File: src/design/ewss_pkg.sv
// shared constants, types and microcode rom for the sma-seeded ema core
`default_nettype none

package ewss_pkg;

    // field widths and sizing
    localparam int MAX_WINDOW = 1024;
    localparam int WIN_W      = 11;
    localparam int PRICE_W    = 32;
    localparam int STAMP_W    = 32;
    localparam logic [WIN_W-1:0] WIN_RESET = WIN_W'(14);
    localparam int PER_MAX    = (MAX_WINDOW < 2**WIN_W) ? MAX_WINDOW : 2**WIN_W - 1;

    // running sum, saturating at max window times max price
    localparam int SUM_W = PRICE_W + $clog2(MAX_WINDOW);
    localparam logic [SUM_W-1:0] SUM_CAP = SUM_W'(64'(MAX_WINDOW) * 64'hFFFF_FFFF);

    // divider sizing
    localparam int Q_W   = SUM_W;
    localparam int DV_W  = WIN_W + 1;
    localparam int CNT_W = $clog2(Q_W + 1);
    localparam logic [Q_W-1:0] PRICE_MAX_Q = Q_W'({PRICE_W{1'b1}});

    // smoothing factor k, unsigned with K_FRAC fraction bits
    localparam int K_FRAC = 24;
    localparam int K_W    = K_FRAC + 1;
    localparam int KD_W   = K_FRAC + 2;
    localparam int PROD_W = PRICE_W + K_W;
    localparam logic [K_W-1:0]    K_ONE  = K_W'(2**K_FRAC);
    localparam logic [KD_W-1:0]   K_TWO  = KD_W'(2**(K_FRAC + 1));
    localparam logic [PROD_W-1:0] K_HALF = PROD_W'(2**(K_FRAC - 1));

    // microcode word fields
    localparam int PC_W  = 4;
    localparam int OP_W  = 4;
    localparam int CND_W = 3;

    // datapath operations
    localparam logic [OP_W-1:0] OP_NOP       = OP_W'(0);
    localparam logic [OP_W-1:0] OP_BOOK      = OP_W'(1);
    localparam logic [OP_W-1:0] OP_DIV_SEED  = OP_W'(2);
    localparam logic [OP_W-1:0] OP_DIV_K     = OP_W'(3);
    localparam logic [OP_W-1:0] OP_DIV_STEP  = OP_W'(4);
    localparam logic [OP_W-1:0] OP_SEED_DONE = OP_W'(5);
    localparam logic [OP_W-1:0] OP_MUL_CLOSE = OP_W'(6);
    localparam logic [OP_W-1:0] OP_MUL_AVG   = OP_W'(7);
    localparam logic [OP_W-1:0] OP_UPD_DONE  = OP_W'(8);
    localparam logic [OP_W-1:0] OP_WRITE_OUT = OP_W'(9);

    // jump conditions
    localparam logic [CND_W-1:0] C_NEVER    = CND_W'(0);
    localparam logic [CND_W-1:0] C_ALWAYS   = CND_W'(1);
    localparam logic [CND_W-1:0] C_NO_XFER  = CND_W'(2);
    localparam logic [CND_W-1:0] C_WARM     = CND_W'(3);
    localparam logic [CND_W-1:0] C_UPD      = CND_W'(4);
    localparam logic [CND_W-1:0] C_DIV_MORE = CND_W'(5);
    localparam logic [CND_W-1:0] C_OUT_BUSY = CND_W'(6);

    // program addresses
    localparam logic [PC_W-1:0] UA_IDLE     = PC_W'(0);
    localparam logic [PC_W-1:0] UA_BOOK     = PC_W'(1);
    localparam logic [PC_W-1:0] UA_BR_WARM  = PC_W'(2);
    localparam logic [PC_W-1:0] UA_BR_UPD   = PC_W'(3);
    localparam logic [PC_W-1:0] UA_SEED_LD  = PC_W'(4);
    localparam logic [PC_W-1:0] UA_SEED_DIV = PC_W'(5);
    localparam logic [PC_W-1:0] UA_SEED_END = PC_W'(6);
    localparam logic [PC_W-1:0] UA_K_LD     = PC_W'(7);
    localparam logic [PC_W-1:0] UA_K_DIV    = PC_W'(8);
    localparam logic [PC_W-1:0] UA_MUL_C    = PC_W'(9);
    localparam logic [PC_W-1:0] UA_MUL_A    = PC_W'(10);
    localparam logic [PC_W-1:0] UA_UPD_END  = PC_W'(11);
    localparam logic [PC_W-1:0] UA_FIN      = PC_W'(12);
    localparam logic [PC_W-1:0] UA_RET      = PC_W'(13);

    typedef struct packed {
        logic [OP_W-1:0]  op;
        logic [CND_W-1:0] cond;
        logic [PC_W-1:0]  target;
    } uword_t;

    // datapath status seen by the sequencer
    typedef struct packed {
        logic warm;
        logic upd;
        logic div_more;
        logic out_busy;
    } dp_stat_t;

    // divider control
    typedef struct packed {
        logic             load;
        logic             step;
        logic [CNT_W-1:0] steps;
    } div_ctl_t;

    // control store: one word per step, jump to target when cond holds
    function automatic uword_t ucode_rom(input logic [PC_W-1:0] addr);
        uword_t w;
        case (addr)
            UA_IDLE:     w = '{OP_NOP,       C_NO_XFER,  UA_IDLE};
            UA_BOOK:     w = '{OP_BOOK,      C_NEVER,    UA_IDLE};
            UA_BR_WARM:  w = '{OP_NOP,       C_WARM,     UA_FIN};
            UA_BR_UPD:   w = '{OP_NOP,       C_UPD,      UA_K_LD};
            UA_SEED_LD:  w = '{OP_DIV_SEED,  C_NEVER,    UA_IDLE};
            UA_SEED_DIV: w = '{OP_DIV_STEP,  C_DIV_MORE, UA_SEED_DIV};
            UA_SEED_END: w = '{OP_SEED_DONE, C_ALWAYS,   UA_FIN};
            UA_K_LD:     w = '{OP_DIV_K,     C_NEVER,    UA_IDLE};
            UA_K_DIV:    w = '{OP_DIV_STEP,  C_DIV_MORE, UA_K_DIV};
            UA_MUL_C:    w = '{OP_MUL_CLOSE, C_NEVER,    UA_IDLE};
            UA_MUL_A:    w = '{OP_MUL_AVG,   C_NEVER,    UA_IDLE};
            UA_UPD_END:  w = '{OP_UPD_DONE,  C_NEVER,    UA_IDLE};
            UA_FIN:      w = '{OP_WRITE_OUT, C_OUT_BUSY, UA_FIN};
            UA_RET:      w = '{OP_NOP,       C_ALWAYS,   UA_IDLE};
            default:     w = '{OP_NOP,       C_ALWAYS,   UA_IDLE};
        endcase
        return w;
    endfunction

endpackage

`default_nettype wire

File: src/design/ema_with_sma_seed_core.sv
// top level of the sma-seeded exponential moving average core
`default_nettype none

// One closing price (unsigned Q16.16) per bar goes in and one result per bar
// comes out, in order. The first window_length-1 bars of a series return zero
// with the valid flag low; the bar that completes the window returns the
// rounded simple average, and later bars the exponential update with
// k = 2/(P+1). A bar is taken only while the microcode sequencer sits in its
// idle step. The seeding bar runs 42 steps of the shared bit-serial divider,
// and later bars run 26 divider steps for k, then two passes through the one
// 32x25 multiplier. The result sits in an output register, so the next bar is
// taken while an earlier result waits for m_tready.
// window_length is written through cfg_wr_en/cfg_wr_data only while idle;
// the user is bound to this, the core itself does not enforce it.
// 0 acts as 1 and values above 1024 act as 1024.
module ema_with_sma_seed_core (
    input  wire logic                          aclk,
    input  wire logic                          aresetn,
    // configuration write
    input  wire logic                          cfg_wr_en,
    input  wire logic [ewss_pkg::WIN_W-1:0]    cfg_wr_data,
    // input bars
    input  wire logic                          s_tvalid,
    output logic                               s_tready,
    input  wire logic [63:0]                   s_tdata,  // close_price, bar_stamp
    input  wire logic                          s_tuser,  // series_start
    // results
    output logic                               m_tvalid,
    input  wire logic                          m_tready,
    output logic      [63:0]                   m_tdata,  // average_value, stamp_out
    output logic                               m_tuser   // value_valid
);
    import ewss_pkg::*;

    logic [WIN_W-1:0]   win_reg;
    logic [WIN_W-1:0]   period;
    logic               in_xfer;
    logic               idle;
    uword_t             uw;
    dp_stat_t           stat;
    logic [PRICE_W-1:0] m_average;
    logic [STAMP_W-1:0] m_stamp;

    // window length register
    always_ff @(posedge aclk) begin
        if (!aresetn) begin
            win_reg <= WIN_RESET;
        end else if (cfg_wr_en) begin
            win_reg <= cfg_wr_data;
        end
    end

    // effective period, clamped to the supported range
    always_comb begin
        if (win_reg == '0) begin
            period = WIN_W'(1);
        end else if (win_reg > WIN_W'(PER_MAX)) begin
            period = WIN_W'(PER_MAX);
        end else begin
            period = win_reg;
        end
    end

    assign s_tready = idle;
    assign in_xfer  = s_tvalid && s_tready;
    assign m_tdata  = {m_stamp, m_average};

    ewss_seq u_seq (
        .aclk    (aclk),
        .aresetn (aresetn),
        .in_xfer (in_xfer),
        .stat    (stat),
        .uw      (uw),
        .idle    (idle)
    );

    ewss_dp u_dp (
        .aclk         (aclk),
        .aresetn      (aresetn),
        .uw           (uw),
        .in_xfer      (in_xfer),
        .close_price  (s_tdata[PRICE_W-1:0]),
        .bar_stamp    (s_tdata[PRICE_W +: STAMP_W]),
        .series_start (s_tuser),
        .period       (period),
        .m_ready      (m_tready),
        .stat         (stat),
        .m_valid      (m_tvalid),
        .m_average    (m_average),
        .m_vflag      (m_tuser),
        .m_stamp      (m_stamp)
    );

endmodule

`default_nettype wire

File: src/design/ewss_seq.sv
// microcode sequencer: step counter, control store and conditional jumps
`default_nettype none

module ewss_seq (
    input  wire logic             aclk,
    input  wire logic             aresetn,
    input  wire logic             in_xfer,
    input  wire ewss_pkg::dp_stat_t stat,
    output ewss_pkg::uword_t      uw,
    output logic                  idle
);
    import ewss_pkg::*;

    logic [PC_W-1:0] pc_reg;
    logic [PC_W-1:0] pc_next;
    logic            jump;

    assign uw   = ucode_rom(pc_reg);
    assign idle = (pc_reg == UA_IDLE);

    // condition decode
    always_comb begin
        unique case (uw.cond)
            C_NEVER:    jump = 1'b0;
            C_ALWAYS:   jump = 1'b1;
            C_NO_XFER:  jump = !in_xfer;
            C_WARM:     jump = stat.warm;
            C_UPD:      jump = stat.upd;
            C_DIV_MORE: jump = stat.div_more;
            C_OUT_BUSY: jump = stat.out_busy;
            default:    jump = 1'b1;
        endcase
        pc_next = jump ? uw.target : pc_reg + PC_W'(1);
    end

    always_ff @(posedge aclk) begin
        if (!aresetn) begin
            pc_reg <= UA_IDLE;
        end else begin
            pc_reg <= pc_next;
        end
    end

endmodule

`default_nettype wire

File: src/design/ewss_div.sv
// restoring divider, one quotient bit per step
`default_nettype none

module ewss_div (
    input  wire logic                     aclk,
    input  wire logic                     aresetn,
    input  wire ewss_pkg::div_ctl_t       ctl,
    input  wire logic [ewss_pkg::Q_W-1:0]  dividend,
    input  wire logic [ewss_pkg::DV_W-1:0] divisor,
    output logic      [ewss_pkg::Q_W-1:0]  quot,
    output logic                          more
);
    import ewss_pkg::*;

    logic [Q_W-1:0]   q_reg;
    logic [Q_W-1:0]   q_next;
    logic [DV_W-1:0]  rem_reg;
    logic [DV_W-1:0]  rem_next;
    logic [DV_W-1:0]  dvs_reg;
    logic [CNT_W-1:0] cnt_reg;
    logic [CNT_W-1:0] cnt_next;
    logic [DV_W:0]    shifted;
    logic [DV_W:0]    trial;
    logic             ge;

    assign quot = q_reg;
    assign more = (cnt_reg > CNT_W'(1));

    // trial subtract of the shifted remainder
    always_comb begin
        shifted  = {rem_reg, q_reg[Q_W-1]};
        trial    = shifted - {1'b0, dvs_reg};
        ge       = (shifted >= {1'b0, dvs_reg});
        q_next   = q_reg;
        rem_next = rem_reg;
        cnt_next = cnt_reg;
        if (ctl.load) begin
            q_next   = dividend;
            rem_next = '0;
            cnt_next = ctl.steps;
        end else if (ctl.step) begin
            q_next   = {q_reg[Q_W-2:0], ge};
            rem_next = ge ? trial[DV_W-1:0] : shifted[DV_W-1:0];
            cnt_next = cnt_reg - CNT_W'(1);
        end
    end

    always_ff @(posedge aclk) begin
        if (!aresetn) begin
            cnt_reg <= '0;
        end else begin
            cnt_reg <= cnt_next;
        end
    end

    // operands and partial results
    always_ff @(posedge aclk) begin
        q_reg   <= q_next;
        rem_reg <= rem_next;
        if (ctl.load) begin
            dvs_reg <= divisor;
        end
    end

endmodule

`default_nettype wire

File: src/design/ewss_dp.sv
// datapath: series state, divider, shared multiplier and output register
`default_nettype none

module ewss_dp (
    input  wire logic                          aclk,
    input  wire logic                          aresetn,
    input  wire ewss_pkg::uword_t              uw,
    input  wire logic                          in_xfer,
    input  wire logic [ewss_pkg::PRICE_W-1:0]  close_price,
    input  wire logic [ewss_pkg::STAMP_W-1:0]  bar_stamp,
    input  wire logic                          series_start,
    input  wire logic [ewss_pkg::WIN_W-1:0]    period,
    input  wire logic                          m_ready,
    output ewss_pkg::dp_stat_t                 stat,
    output logic                               m_valid,
    output logic      [ewss_pkg::PRICE_W-1:0]  m_average,
    output logic                               m_vflag,
    output logic      [ewss_pkg::STAMP_W-1:0]  m_stamp
);
    import ewss_pkg::*;

    // latched bar
    logic [PRICE_W-1:0] close_reg;
    logic [STAMP_W-1:0] stamp_reg;
    logic               start_reg;

    // series state
    logic [WIN_W-1:0]   bars_reg, bars_next;
    logic [SUM_W-1:0]   sum_reg, sum_next;
    logic [PRICE_W-1:0] avg_reg, avg_next;
    logic               warm_reg, warm_next;
    logic               upd_reg, upd_next;

    // multiply pipeline
    logic [PROD_W-1:0]  prod_reg, prod_next;
    logic [PROD_W-1:0]  acc_reg, acc_next;
    logic [PRICE_W-1:0] mul_a;
    logic [K_W-1:0]     mul_b;
    logic [PROD_W-1:0]  mul_p;
    logic [PROD_W-1:0]  total;

    // output register
    logic               m_valid_reg, m_valid_next;
    logic [PRICE_W-1:0] m_avg_reg;
    logic               m_vflag_reg;
    logic [STAMP_W-1:0] m_stamp_reg;
    logic               out_busy;
    logic               out_wr;

    // bookkeeping terms
    logic [WIN_W-1:0]   bars_eff;
    logic [SUM_W-1:0]   sum_eff;
    logic [PRICE_W-1:0] avg_eff;
    logic [DV_W-1:0]    p_ext;
    logic [DV_W-1:0]    p_inc;
    logic [DV_W-1:0]    n_raw;
    logic [DV_W-1:0]    n_cnt;
    logic [SUM_W:0]     sum_add;

    // divider hookup
    div_ctl_t           dctl;
    logic [Q_W-1:0]     dividend;
    logic [DV_W-1:0]    divisor;
    logic [Q_W-1:0]     quot;
    logic               div_more;
    logic [K_W-1:0]     k_val;
    logic [KD_W-1:0]    k_num;

    ewss_div u_div (
        .aclk     (aclk),
        .aresetn  (aresetn),
        .ctl      (dctl),
        .dividend (dividend),
        .divisor  (divisor),
        .quot     (quot),
        .more     (div_more)
    );

    assign out_busy = m_valid_reg && !m_ready;
    assign out_wr   = (uw.op == OP_WRITE_OUT) && !out_busy;
    assign k_val    = quot[K_W-1:0];

    assign stat.warm     = warm_reg;
    assign stat.upd      = upd_reg;
    assign stat.div_more = div_more;
    assign stat.out_busy = out_busy;

    assign m_valid   = m_valid_reg;
    assign m_average = m_avg_reg;
    assign m_vflag   = m_vflag_reg;
    assign m_stamp   = m_stamp_reg;

    // bar count and warm-up sum, with series restart folded in
    always_comb begin
        bars_eff = start_reg ? '0 : bars_reg;
        sum_eff  = start_reg ? '0 : sum_reg;
        avg_eff  = start_reg ? '0 : avg_reg;
        p_ext    = {1'b0, period};
        p_inc    = p_ext + DV_W'(1);
        n_raw    = {1'b0, bars_eff} + DV_W'(1);
        n_cnt    = (n_raw > p_inc) ? p_inc : n_raw;
        sum_add  = {1'b0, sum_eff} + (SUM_W + 1)'(close_reg);
    end

    // shared multiplier operands
    always_comb begin
        if (uw.op == OP_MUL_CLOSE) begin
            mul_a = close_reg;
            mul_b = k_val;
        end else begin
            mul_a = avg_reg;
            mul_b = K_ONE - k_val;
        end
        mul_p = PROD_W'(mul_a) * PROD_W'(mul_b);
        total = acc_reg + prod_reg;
        k_num = K_TWO + KD_W'(p_inc >> 1);
    end

    // operation decode
    always_comb begin
        bars_next  = bars_reg;
        sum_next   = sum_reg;
        avg_next   = avg_reg;
        warm_next  = warm_reg;
        upd_next   = upd_reg;
        prod_next  = prod_reg;
        acc_next   = acc_reg;
        dctl.load  = 1'b0;
        dctl.step  = 1'b0;
        dctl.steps = CNT_W'(Q_W);
        dividend   = sum_reg + SUM_W'(period >> 1);
        divisor    = p_ext;
        unique case (uw.op)
            OP_NOP: begin
            end
            OP_BOOK: begin
                warm_next = (n_cnt < p_ext);
                upd_next  = (n_cnt > p_ext);
                bars_next = (n_cnt > p_ext) ? period : n_cnt[WIN_W-1:0];
                if (n_cnt <= p_ext) begin
                    sum_next = (sum_add > {1'b0, SUM_CAP}) ? SUM_CAP : sum_add[SUM_W-1:0];
                end else begin
                    sum_next = sum_eff;
                end
                avg_next = (n_cnt < p_ext) ? '0 : avg_eff;
            end
            OP_DIV_SEED: begin
                dctl.load = 1'b1;
            end
            OP_DIV_K: begin
                dctl.load  = 1'b1;
                dctl.steps = CNT_W'(KD_W);
                dividend   = Q_W'(k_num) << (Q_W - KD_W);
                divisor    = p_inc;
            end
            OP_DIV_STEP: begin
                dctl.step = 1'b1;
            end
            OP_SEED_DONE: begin
                avg_next = (quot > PRICE_MAX_Q) ? '1 : quot[PRICE_W-1:0];
            end
            OP_MUL_CLOSE: begin
                prod_next = mul_p;
            end
            OP_MUL_AVG: begin
                acc_next  = prod_reg + K_HALF;
                prod_next = mul_p;
            end
            OP_UPD_DONE: begin
                avg_next = total[K_FRAC +: PRICE_W];
            end
            OP_WRITE_OUT: begin
            end
            default: begin
            end
        endcase
    end

    // output valid: set on write, cleared on transfer
    always_comb begin
        if (out_wr) begin
            m_valid_next = 1'b1;
        end else if (m_ready) begin
            m_valid_next = 1'b0;
        end else begin
            m_valid_next = m_valid_reg;
        end
    end

    always_ff @(posedge aclk) begin
        if (!aresetn) begin
            bars_reg    <= '0;
            sum_reg     <= '0;
            avg_reg     <= '0;
            warm_reg    <= 1'b0;
            upd_reg     <= 1'b0;
            m_valid_reg <= 1'b0;
        end else begin
            bars_reg    <= bars_next;
            sum_reg     <= sum_next;
            avg_reg     <= avg_next;
            warm_reg    <= warm_next;
            upd_reg     <= upd_next;
            m_valid_reg <= m_valid_next;
        end
    end

    // payload registers
    always_ff @(posedge aclk) begin
        prod_reg <= prod_next;
        acc_reg  <= acc_next;
        if (in_xfer) begin
            close_reg <= close_price;
            stamp_reg <= bar_stamp;
            start_reg <= series_start;
        end
        if (out_wr) begin
            m_avg_reg   <= warm_reg ? '0 : avg_reg;
            m_vflag_reg <= !warm_reg;
            m_stamp_reg <= stamp_reg;
        end
    end

endmodule

`default_nettype wire

File: config.mk
export PLATFORM = sky130hd
export DESIGN_NAME = ema_with_sma_seed_core
export DESIGN_NICKNAME = d
export VERILOG_FILES = /design/src/design/ewss_pkg.sv /design/src/design/ema_with_sma_seed_core.sv /design/src/design/ewss_seq.sv /design/src/design/ewss_div.sv /design/src/design/ewss_dp.sv
export SDC_FILE = /design/constraint.sdc
export NUM_CORES = 2
export LEC_CHECK = 0
export BUFFER_PORTS_ARGS = -buffer_cell sky130_fd_sc_hd__buf_2
export CORE_ASPECT_RATIO = 1.2
export CORE_MARGIN = 10
export CORE_UTILIZATION = 61
export CTS_CLUSTER_SIZE = 20
export DETAILED_ROUTE_END_ITERATION = 16
export GPL_ROUTABILITY_DRIVEN = 0
export MAX_ROUTING_LAYER = met4
export PLACE_DENSITY = 0.78
export SKIP_CTS_REPAIR_TIMING = 1
export SYNTH_ARGS = -nofsm -noshare
export SYNTH_HDL_FRONTEND = slang
export SYNTH_SLANG_ARGS = --single-unit
File: constraint.sdc
create_clock -name aclk -period 27.2 [get_ports aclk]
set_input_delay 4.08 -clock aclk [delete_from_list [all_inputs] [get_ports aclk]]
set_output_delay 4.08 -clock aclk [all_outputs]
set_load 0.01 [all_outputs]
==> impl_metrics.env <==
export IMPL_status="finished clean"
export IMPL_root_buffer="clkbuf_16"
export IMPL_via_per_inst=6.30
export IMPL_place_ws_ps=17410
export IMPL_switching_power_mw=3.17
export IMPL_seqPwrFrac_pct=18.8
export IMPL_synth_seq_cells=428
export IMPL_finalHoldViolations=0
export IMPL_grt_max_degree=66
export IMPL_grtUsageMet2_pct=54.1
export IMPL_antenna_found_initial=2
export IMPL_syn_num_nets=6587
export IMPL_clk_latency_ps=610
export IMPL_synth_edff_count=296
export IMPL_ant_nets=0
export IMPL_chipWidth_um=281
export IMPL_dpl_cell_area_mm2=0.0519
export IMPL_pwr_share_comb_pct=69.4
export IMPL_yosysWarnings=0
export IMPL_drt_iter0_markers=4316
export IMPL_finalPower_mw=5.95
export IMPL_grt_busiest_layer="met2"
export IMPL_crit_path_frequent_cell="fa_1"
export IMPL_die_area_mm2=0.0934
export IMPL_dp_cells=6537
export IMPL_maxCapViolCount=0
export IMPL_hold_class="reg -> reg"
export IMPL_wl_um=156000
export IMPL_numCtsBuffers=48
export IMPL_crit_buf_inv=3
export IMPL_leakagePower_nw=24.7
export IMPL_synthTopCellsByArea="fa_1 28%, edfxtp_1 18%, ha_1 8.3%"
export IMPL_grt_pass1_vias=42447
export IMPL_initial_utilization_pct=61.6
export IMPL_tns_ps=0
export IMPL_setup_viol=0
export IMPL_power_switching_share_pct=53.3
export IMPL_fin_ws_ps=17150
export IMPL_hpwl_um=121000
export IMPL_fin_nets=6645
export IMPL_tightest_slew_ps=1190
export IMPL_netlist_top_cell_by_area="fa_1"
export IMPL_intPower_mw=2.78
export IMPL_worstSetupPathType="reg -> reg"
export IMPL_track_usage_pct=34.6
export IMPL_cp_data_required_time_ps=27560
export IMPL_clkSinkCount=428
export IMPL_crit_path_start_kind="flip-flop"
export IMPL_synth_top_area_share_pct=27.7
export IMPL_ir_drop_uv=120
export IMPL_die_y_um=333
export IMPL_critPathArrivalTime_ps=10410
export IMPL_crit_path_max_incr_delay_ps=1000
export IMPL_rsz0062_at_grt="no"
export IMPL_fin_crit_sh_pct=37.0
export IMPL_grt_ovfl_total=0
export IMPL_globalRouteMet1Util_pct=39.3
export IMPL_htree_levels=2
export IMPL_grt_first_pass_wirelength_um=241000
export IMPL_clockBufferDepth=3
export IMPL_dr_pass1_iters=8
export IMPL_synth_ff_type="edfxtp_1"
export IMPL_wl_per_cell_um=23.5
export IMPL_n_fill_cell=6411
export IMPL_io_buffers=147
export IMPL_core_mm2=0.0807
export IMPL_design_area_mm2=0.0536
export IMPL_ys_seq_area_share_pct=23.2
export IMPL_pwr_share_clk_pct=11.8
export IMPL_drv_slew=0
export IMPL_finClkSkew_ps=23.6
export IMPL_fmax_ghz=0.0995
export IMPL_path_clk_slew_ps=60
export IMPL_layout_cells_non_filler=6630
export IMPL_cp_end_kind="flip-flop"
export IMPL_critPathMaxFanout=58
export IMPL_synth_cell_types=84
export IMPL_syn_to_final_growth_pct=7.76
export IMPL_ios=148
export IMPL_syn_area_per_cell_um2=9.06
export IMPL_synth_async_reset_ratio_pct=0
export IMPL_power_density_mw_per_mm2=111
export IMPL_met3_usage_pct=7.10
export IMPL_holdWs_ps=418
export IMPL_cts_tree="built"
export IMPL_fin_crit_ps=10050
export IMPL_syn_inst=5486
export IMPL_cp_slowest_cell="mux2i_2"
export IMPL_rows=114
export IMPL_layout_commonest_cell="nand2_1"
export IMPL_critPathTopFamily="adder cells"
export IMPL_vias=41788
export IMPL_drc=0
export IMPL_drive_above_1_share_pct=7.43
export IMPL_slew_headroom_pct=20.3
export IMPL_synth_area_mm2=0.0497
export IMPL_final_cell_mix="833 x nand2_1, 823 x inv_1, 689 x fa_1"
export IMPL_utilization_pct=66.4
## layer usage
| layer | vias to the layer above | wire, um |
|---|---|---|
| met5 | - | 0 |
| met4 | 0 | 14700 |
| met3 | 835 | 17000 |
| met2 | 2657 | 71900 |
| met1 | 20346 | 52200 |
| li1 | 17950 | - |
## final cells by class
cell class                 instances  area [um^2]  share of cell area, %
inverter                         827         3100                   5.79
antenna                            3         7.51                 0.0140
multi-input combinational       3981        34400                   64.2
clock buffer                      58         1280                   2.39
tap                             1044         1310                   2.44
clock inverter                    31          408                  0.761
timing repair buffer             258         1570                   2.92
sequential                       428        11500                   21.5
## power groups by stage
stage	sequential (mW)	combinational, mW	clock (mW)
after floorplan	1.01	2.77	0
after global placement	1.11	3.89	0
after detailed placement	1.11	3.96	0
after CTS	1.10	4.01	0.711
after global routing	1.12	4.48	0.736
final	1.12	4.13	0.704
## kinds of logic (layout without fill, tap and decap cells)
group,Yosys count,after routing,share of synthesized area [%]
compound gates,824,824,10.6
xor+xnor,237,237,4.18
fa+ha+maj,1020,1020,36.1
buf+inv,1077,1174,8.20
flops,428,428,23.2
mux,78,78,1.64
other cells,2,5,0.0151
simple gates,1820,1820,16.1
## worst paths after layout
check | startpoint | to | slack (ps) | depth (start not counted)
max | u_seq.uw[9] | u_dp.prod_reg[54] | 17150 | 27
min reg2reg | u_dp.stamp_reg[13] | u_dp.m_stamp[13] | 420 | 0
min | u_dp.stamp_reg[13] | u_dp.m_stamp[13] | 420 | 0
max reg2reg | u_seq.uw[9] | u_dp.prod_reg[54] | 17150 | 27
## synthesized netlist by cell type (29+ instances only)
| library cell | instances |
|---|---|
| nor2_1 | 485 |
| mux2i_1 | 70 |
| nand2_1 | 834 |
| o21a_1 | 34 |
| nor2b_1 | 90 |
| ha_1 | 331 |
| a21o_1 | 100 |
| and3_1 | 29 |
| xnor2_1 | 170 |
| fa_1 | 689 |
| edfxtp_1 | 296 |
| and2_1 | 31 |
| nand3_1 | 90 |
| xor2_1 | 67 |
| o21ai_0 | 196 |
| nand2b_1 | 41 |
| nand4_1 | 55 |
| clkbuf_1 | 236 |
| nor3_1 | 58 |
| a31oi_1 | 42 |
| a21oi_1 | 225 |
| dfxtp_1 | 132 |
| inv_1 | 826 |
| nor4_1 | 30 |
## worst reg2reg max path: cells and delay by family, from the launching register on
kind | cells | cell delay (ps)
simple gates | 4 | 1100
compound gates | 10 | 2700
mux | 1 | 1020
buf+inv | 3 | 850
xor+xnor | 1 | 90
flops | 1 | 410
fa+ha+maj | 8 | 3660
No activity file was read; power rests on OpenSTA's default activity.
